### src/rtl/tcr_pkg.sv
// Package for the token class recognizer: character codes, limits and class codes.
// It depends on nothing else. The module token_class_recognizer imports it.
`default_nettype none

package tcr_pkg;

	// Character codes, in ASCII.
	localparam logic [7:0] CH_MINUS = 8'h2D;
	localparam logic [7:0] CH_DOT   = 8'h2E;
	localparam logic [7:0] CH_ZERO  = 8'h30;
	localparam logic [7:0] CH_ONE   = 8'h31;
	localparam logic [7:0] CH_NINE  = 8'h39;
	localparam logic [7:0] CH_LOW_B = 8'h62;
	localparam logic [7:0] CH_LOW_A = 8'h61;
	localparam logic [7:0] CH_LOW_F = 8'h66;
	localparam logic [7:0] CH_UP_A  = 8'h41;
	localparam logic [7:0] CH_UP_F  = 8'h46;

	// Position limits and the places of the GUID separators.
	localparam int POS_W = 6;
	localparam logic [POS_W-1:0] POS_MAX  = 6'd37;
	localparam logic [POS_W-1:0] GUID_LEN = 6'd36;
	localparam logic [POS_W-1:0] GUID_SEP0 = 6'd8;
	localparam logic [POS_W-1:0] GUID_SEP1 = 6'd13;
	localparam logic [POS_W-1:0] GUID_SEP2 = 6'd18;
	localparam logic [POS_W-1:0] GUID_SEP3 = 6'd23;

	// Dot counter saturates at two.
	localparam logic [1:0] DOTS_NONE = 2'd0;
	localparam logic [1:0] DOTS_ONE  = 2'd1;
	localparam logic [1:0] DOTS_MANY = 2'd2;

	// Class codes on the result channel.
	typedef enum logic [2:0] {
		CLS_NEG_INT   = 3'd0,
		CLS_INT       = 3'd1,
		CLS_GUID      = 3'd2,
		CLS_BINARY    = 3'd3,
		CLS_FLOAT     = 3'd4,
		CLS_NEG_FLOAT = 3'd5,
		CLS_UNKNOWN   = 3'd6
	} tok_class_t;

	// Per-token scan state.
	typedef struct packed {
		logic [POS_W-1:0] position;
		logic             lead_minus;
		logic             body_all_digits;
		logic             body_has_digit;
		logic             body_digits_or_dot;
		logic [1:0]       dot_count;
		logic             digit_before_dot;
		logic             digit_after_dot;
		logic             prev_was_digit;
		logic             guid_valid;
		logic             binary_valid;
	} scan_t;

	localparam scan_t SCAN_RESET = '{
		position:           '0,
		lead_minus:         1'b0,
		body_all_digits:    1'b1,
		body_has_digit:     1'b0,
		body_digits_or_dot: 1'b1,
		dot_count:          DOTS_NONE,
		digit_before_dot:   1'b0,
		digit_after_dot:    1'b0,
		prev_was_digit:     1'b0,
		guid_valid:         1'b1,
		binary_valid:       1'b1
	};

endpackage

`default_nettype wire

### src/rtl/token_class_recognizer.sv
// Token class recognizer: scans a token one character per beat and classifies it.
// Depends on tcr_pkg for character codes, class codes and the scan state type.
//
// A token enters one character per input beat, with last_char set on its final
// character. The scan flags are updated in the cycle the beat is accepted, and
// on the final character the class code is loaded into the output register and
// shown on the next cycle. A new character is accepted in every cycle while the
// output register is empty or being read, so tokens follow each other with no
// gap. Only the final character of a token produces an output beat; the scan
// state then returns to its reset value.
`default_nettype none

module token_class_recognizer
	import tcr_pkg::*;
(
	input  wire logic       clk,
	input  wire logic       arst_n,
	input  wire logic       in_valid,
	output logic            in_ready,
	input  wire logic [7:0] ch,
	input  wire logic       last_char,
	output logic            out_valid,
	input  wire logic       out_ready,
	output logic [2:0]      token_class
);

	scan_t      scan_q;
	scan_t      scan_nxt;
	logic       out_valid_q;
	tok_class_t class_q;
	tok_class_t class_nxt;
	logic       accept;
	logic       is_dig;
	logic       is_hex;
	logic       is_sep_pos;
	logic       float_ok;
	logic       int_body;

	// The output register is free when empty or being drained this cycle.
	assign in_ready    = !out_valid_q || out_ready;
	assign accept      = in_valid && in_ready;
	assign out_valid   = out_valid_q;
	assign token_class = class_q;

	// Character classes.
	always_comb begin
		is_dig = (ch >= CH_ZERO) && (ch <= CH_NINE);
		is_hex = is_dig || ((ch >= CH_LOW_A) && (ch <= CH_LOW_F))
			|| ((ch >= CH_UP_A) && (ch <= CH_UP_F));
		is_sep_pos = (scan_q.position == GUID_SEP0) || (scan_q.position == GUID_SEP1)
			|| (scan_q.position == GUID_SEP2) || (scan_q.position == GUID_SEP3);
	end

	// Next scan state from the current character.
	always_comb begin
		scan_nxt = scan_q;

		// GUID: separators at fixed places, hex digits elsewhere, 36 characters.
		if (scan_q.position >= GUID_LEN) begin
			scan_nxt.guid_valid = 1'b0;
		end else if (is_sep_pos) begin
			if (ch != CH_MINUS) scan_nxt.guid_valid = 1'b0;
		end else if (!is_hex) begin
			scan_nxt.guid_valid = 1'b0;
		end

		// Binary: a "0b" prefix followed by ones and zeros.
		if (scan_q.position == '0) begin
			if (ch != CH_ZERO) scan_nxt.binary_valid = 1'b0;
		end else if (scan_q.position == POS_W'(1)) begin
			if (ch != CH_LOW_B) scan_nxt.binary_valid = 1'b0;
		end else if ((ch != CH_ZERO) && (ch != CH_ONE)) begin
			scan_nxt.binary_valid = 1'b0;
		end

		// Integer and float body, after an optional leading minus.
		if ((scan_q.position == '0) && (ch == CH_MINUS)) begin
			scan_nxt.lead_minus     = 1'b1;
			scan_nxt.prev_was_digit = 1'b0;
		end else begin
			if (is_dig) begin
				scan_nxt.body_has_digit = 1'b1;
				if (scan_q.dot_count == DOTS_ONE) scan_nxt.digit_after_dot = 1'b1;
			end else begin
				scan_nxt.body_all_digits = 1'b0;
				if (ch == CH_DOT) begin
					if (scan_q.prev_was_digit && (scan_q.dot_count == DOTS_NONE)) begin
						scan_nxt.digit_before_dot = 1'b1;
					end
					if (scan_q.dot_count != DOTS_MANY) begin
						scan_nxt.dot_count = scan_q.dot_count + 2'd1;
					end
				end else begin
					scan_nxt.body_digits_or_dot = 1'b0;
				end
			end
			scan_nxt.prev_was_digit = is_dig;
		end

		// Position saturates one past the GUID length.
		if (scan_q.position < POS_MAX) scan_nxt.position = scan_q.position + POS_W'(1);
	end

	// Class in priority order, from the updated flags and the old position.
	always_comb begin
		float_ok = scan_nxt.body_digits_or_dot && (scan_nxt.dot_count == DOTS_ONE)
			&& scan_nxt.digit_before_dot && scan_nxt.digit_after_dot;
		int_body = scan_nxt.body_all_digits && scan_nxt.body_has_digit;
		if (int_body && scan_nxt.lead_minus) begin
			class_nxt = CLS_NEG_INT;
		end else if (int_body) begin
			class_nxt = CLS_INT;
		end else if (scan_nxt.guid_valid && (scan_q.position == GUID_LEN - POS_W'(1))) begin
			class_nxt = CLS_GUID;
		end else if (scan_nxt.binary_valid && (scan_q.position >= POS_W'(2))) begin
			class_nxt = CLS_BINARY;
		end else if (float_ok && !scan_nxt.lead_minus) begin
			class_nxt = CLS_FLOAT;
		end else if (float_ok) begin
			class_nxt = CLS_NEG_FLOAT;
		end else begin
			class_nxt = CLS_UNKNOWN;
		end
	end

	// Scan state: updated on each accepted beat, cleared after the last one.
	always_ff @(posedge clk or negedge arst_n) begin
		if (!arst_n) begin
			scan_q <= SCAN_RESET;
		end else if (accept) begin
			scan_q <= last_char ? SCAN_RESET : scan_nxt;
		end
	end

	// Output register.
	always_ff @(posedge clk or negedge arst_n) begin
		if (!arst_n) begin
			out_valid_q <= 1'b0;
		end else if (accept && last_char) begin
			out_valid_q <= 1'b1;
		end else if (out_ready) begin
			out_valid_q <= 1'b0;
		end
	end

	always_ff @(posedge clk) begin
		if (accept && last_char) class_q <= class_nxt;
	end

endmodule

`default_nettype wire
### config.mk
export PLATFORM = sky130hd
export DESIGN_NAME = token_class_recognizer
export DESIGN_NICKNAME = d
export VERILOG_FILES = /design/src/rtl/tcr_pkg.sv /design/src/rtl/token_class_recognizer.sv
export SDC_FILE = /design/constraint.sdc
export NUM_CORES = 1
export LEC_CHECK = 0
export BUFFER_PORTS_ARGS = -buffer_cell sky130_fd_sc_hd__buf_2
export CORE_MARGIN = 2
export CORE_UTILIZATION = 57
export DETAILED_ROUTE_END_ITERATION = 8
export PLACE_DENSITY_LB_ADDON = 0.15
export SLEW_MARGIN = 25
export SYNTH_ARGS = -nofsm -noshare
export SYNTH_HDL_FRONTEND = slang
export SYNTH_SLANG_ARGS = --single-unit
### constraint.sdc
create_clock -name clk -period 2.15 [get_ports clk]
set_input_delay 0.1075 -clock clk [delete_from_list [all_inputs] [get_ports clk]]
set_output_delay 0.1075 -clock clk [all_outputs]
set_load 0.03 [all_outputs]
==> out/summary.txt <==
DR vias: 1,274
Ratio of final minimum period to clock period: 0.959
Maxcap violations: 0
Yosys warns: 0
Required time of the critical path: 2.22 ns
Flops & latches, synth: 21
Crit-path cells: inv_1, ha_1, nor4bb_2, nand4_1, a221oi_2, a21oi_1, nor2b_1
Leakage: 0.685 nW
Busiest grt layer: met2
Dpl hpwl: 2440 µm
Post-layout min period: 2.06 ns
Global-route wire length before repair: 5040 µm
Met2 Usage GRT: 0.371
Total global routing track utilization: 0.245
Critical Path Sink Type: register
Post-layout net count: 194
Register area share after synthesis: 0.379
Maximum VDD drop: 498 µV
Die ar.: 2940 µm²
Post-Route WL: 3250 µm
RSZ-0062 raised after global routing: false
FF-to-FF Start: scan_q[12]
Post-CTS Setup Inserts: 0
Min-Delay Path Class: in2reg
M1 GR Usage: 0.343
R2R Setup Slk: 0.09 ns
Cell area after layout: 1600 µm²
Port bufs: 17
Layout cells sized above 1: 0.247
Grt ovf: 0
Setup tns final: 0 ns
Slowest stage delay, CP: 0.45 ns
Post-DRT Antenna Nets: 0
Rel. slew slack: 0.620
Power density cells: 724 nW/µm²
Critical path peak fanout: 6
TritonCTS clock tree: built
Post-Synthesis Cells: 153
Worst slew pin tran: 0.564 ns
Run status: completed
Final setup margin: 0.0876 ns
Reg2reg end: token_class[2]
WL per Instance: 15.9 µm
Routability cong.: 0.944
Core area: 2430 µm²
Hold EP: out_valid
Ant. Diodes: 0
Post-DR vias/cell: 6.25
Drt first pass iters: 4
Critical Setup Path Class: reg2reg
FILL cells: 192
P&R area growth vs syn: 11.1%
Starting density of the core: 0.591
Synth cell types: 51
Hold depth: 3
CP arrival: 2.13 ns
Worst slack, placed: 0.0553 ns
Top FF cell, synth: dfrtp_1
Reg clk slew, reported paths: 0.11 ns
Area post-placement: 1550 µm²
CTS buffer count: 3
Final Setup Violations: 0
FP Rows: 18
Number of remaining DRC errors: 0
Post-synth EDFFs: 3
H-tree levels: 1
Initial antenna violation count: 0
Clock root buffer master: clkbuf_4
Syn Nets: 172
Hold WS: 0.0814 ns
Final hold viol count: 0
Die height: 54.2 µm
Final core utilization: 0.657
Final Skew: 0.000558 ns
Reg2Reg Depth: 7
Worst path slowest cell: dfrtp_1
DRT iter0 DRCs: 61
Asr flop ratio synth: 0.857
Sink Count: 21
CTS Buffer Depth: 2
Mapped Area: 1440 µm²
Chip width: 54.2 µm
Post-Syn Area per Cell: 9.40 µm²
Io pins: 18
Max Freq: 485 MHz
Critical Path Source Type: register
Met3 Usage GRT: 0.0328
Pin count of the biggest net entering global routing: 19
Final Slew Violations: 0
Vias in the first global route: 1,111
Hold Path Origin: out_ready
Clk Latency, worst-skew pair: 0.30 ns
==> flip-flops by register name (all words and copies together), names as in the netlist <==
signal and flops:
scan_q 17, token_class 3, out_valid 1
==> synth_stat cells (2+ instances only) <==
cell type,instances,share of area
a211o_1,2,0.012
a21oi_1,10,0.035
a22oi_1,3,0.016
a31oi_1,6,0.026
and2_1,3,0.013
and4bb_2,3,0.026
clkbuf_8,2,0.019
dfrtp_1,14,0.24
dfstp_2,4,0.073
edfxtp_1,3,0.063
ha_1,6,0.052
inv_1,10,0.026
mux2i_1,4,0.028
nand2_1,15,0.039
nand2b_1,2,0.0087
nand3_1,4,0.014
nand4_1,2,0.0087
nor2_1,12,0.031
nor2b_1,2,0.0087
nor3_1,3,0.010
nor4b_1,2,0.012
o21ai_0,6,0.021
o22ai_1,5,0.022
o31ai_1,2,0.010
or3b_2,2,0.012
==> worst max path at each step <==
stage,startpoint,endpoint,slack [ns],cells after the start
floorplan,scan_q[11],token_class[2],0.19,7
global placement,scan_q[12],token_class[2],0.13,7
detailed placement,scan_q[12],token_class[2],0.06,7
CTS,scan_q[12],token_class[2],0.02,7
global route,scan_q[12],scan_q[15],0.0008,8
finish,scan_q[12],token_class[2],0.09,7
==> critical path, delay by kind of cell, from the launching register on <==
kind	cells	cell delay [ns]
AO/OA/AOI/OAI	2	0.38
adder cells (fa/ha/maj)	1	0.21
buffers and inverters	1	0.15
flip-flops	1	0.45
AND/OR/NAND/NOR	3	0.63
==> report_power, final <==
| part | leakage [nW] | switching, mW | internal [mW] | total [mW] |
|---|---|---|---|---|
| combinational | 0.417 | 0.244 | 0.204 | 0.448 |
| clock | 0.0150 | 0.113 | 0.0722 | 0.186 |
| sequential | 0.253 | 0.0594 | 0.464 | 0.524 |
==> kinds of logic (layout without fill, tap and decap cells) <==
kind of cell,count (synthesis),after routing,share of synthesized area
compound gates,43,43,0.211
mux,4,4,0.0279
flops,21,21,0.379
buf+inv,17,38,0.0644
simple gates,61,61,0.259
xor+xnor,1,1,0.00609
fa+ha+maj,6,6,0.0522
==> layout make-up <==
| class | instances | area, µm² | area share |
|---|---|---|---|
| tap | 30 | 37.5 | 0.0235 |
| timing repair buffer | 23 | 133 | 0.0830 |
| sequential | 21 | 546 | 0.341 |
| multi-input combinational | 115 | 815 | 0.510 |
| inverter | 11 | 41.3 | 0.0258 |
| clock buffer | 4 | 26.3 | 0.0164 |
==> per-layer routing <==
layer | vias to the layer above | part of all wire | wire, µm
li1 | 609 | - | -
met1 | 609 | 0.44 | 1440
met2 | 50 | 0.47 | 1510
met3 | 6 | 0.071 | 232
met4 | 0 | 0.018 | 60
met5 | - | 0 | 0
==> cells in the final DEF, fill, tap and decap left out, types with 2 or more instances in the layout <==
cell	netlist	final
buf_2	0	17
nand2_1	15	15
dfrtp_1	14	14
nor2_1	12	12
inv_1	10	10
a21oi_1	10	10
o21ai_0	6	6
a31oi_1	6	6
o22ai_1	5	5
ha_1	6	5
buf_4	0	5
mux2i_1	4	4
nand3_1	4	4
dfstp_2	4	4
and2_1	3	3
and4bb_2	3	3
nor3_1	3	3
a22oi_1	3	3
clkbuf_4	0	3
edfxtp_1	3	3
o31ai_1	2	2
nor4b_1	2	2
nand2b_1	2	2
or3b_2	2	2
a211o_1	2	2
nor2b_1	2	2
nand4_1	2	2
==> what timing repair did <==
item,4_1_cts,5_1_grt
endpoints found under the setup margin,0,4
endpoints found under the hold margin,14,0
hold buffers,1,0
resized for setup,0,3
==> metrics by stage <==
| stage | power [mW] | cells |
|---|---|---|
| finish | 1.16 | 204 |
| global route | 1.24 | 204 |
| global placement | 0.946 | 199 |
| detailed placement | 0.962 | 199 |
| CTS | 1.15 | 204 |
| floorplan | 0.863 | 153 |
Note: power is estimated with default switching activity, not from simulation.
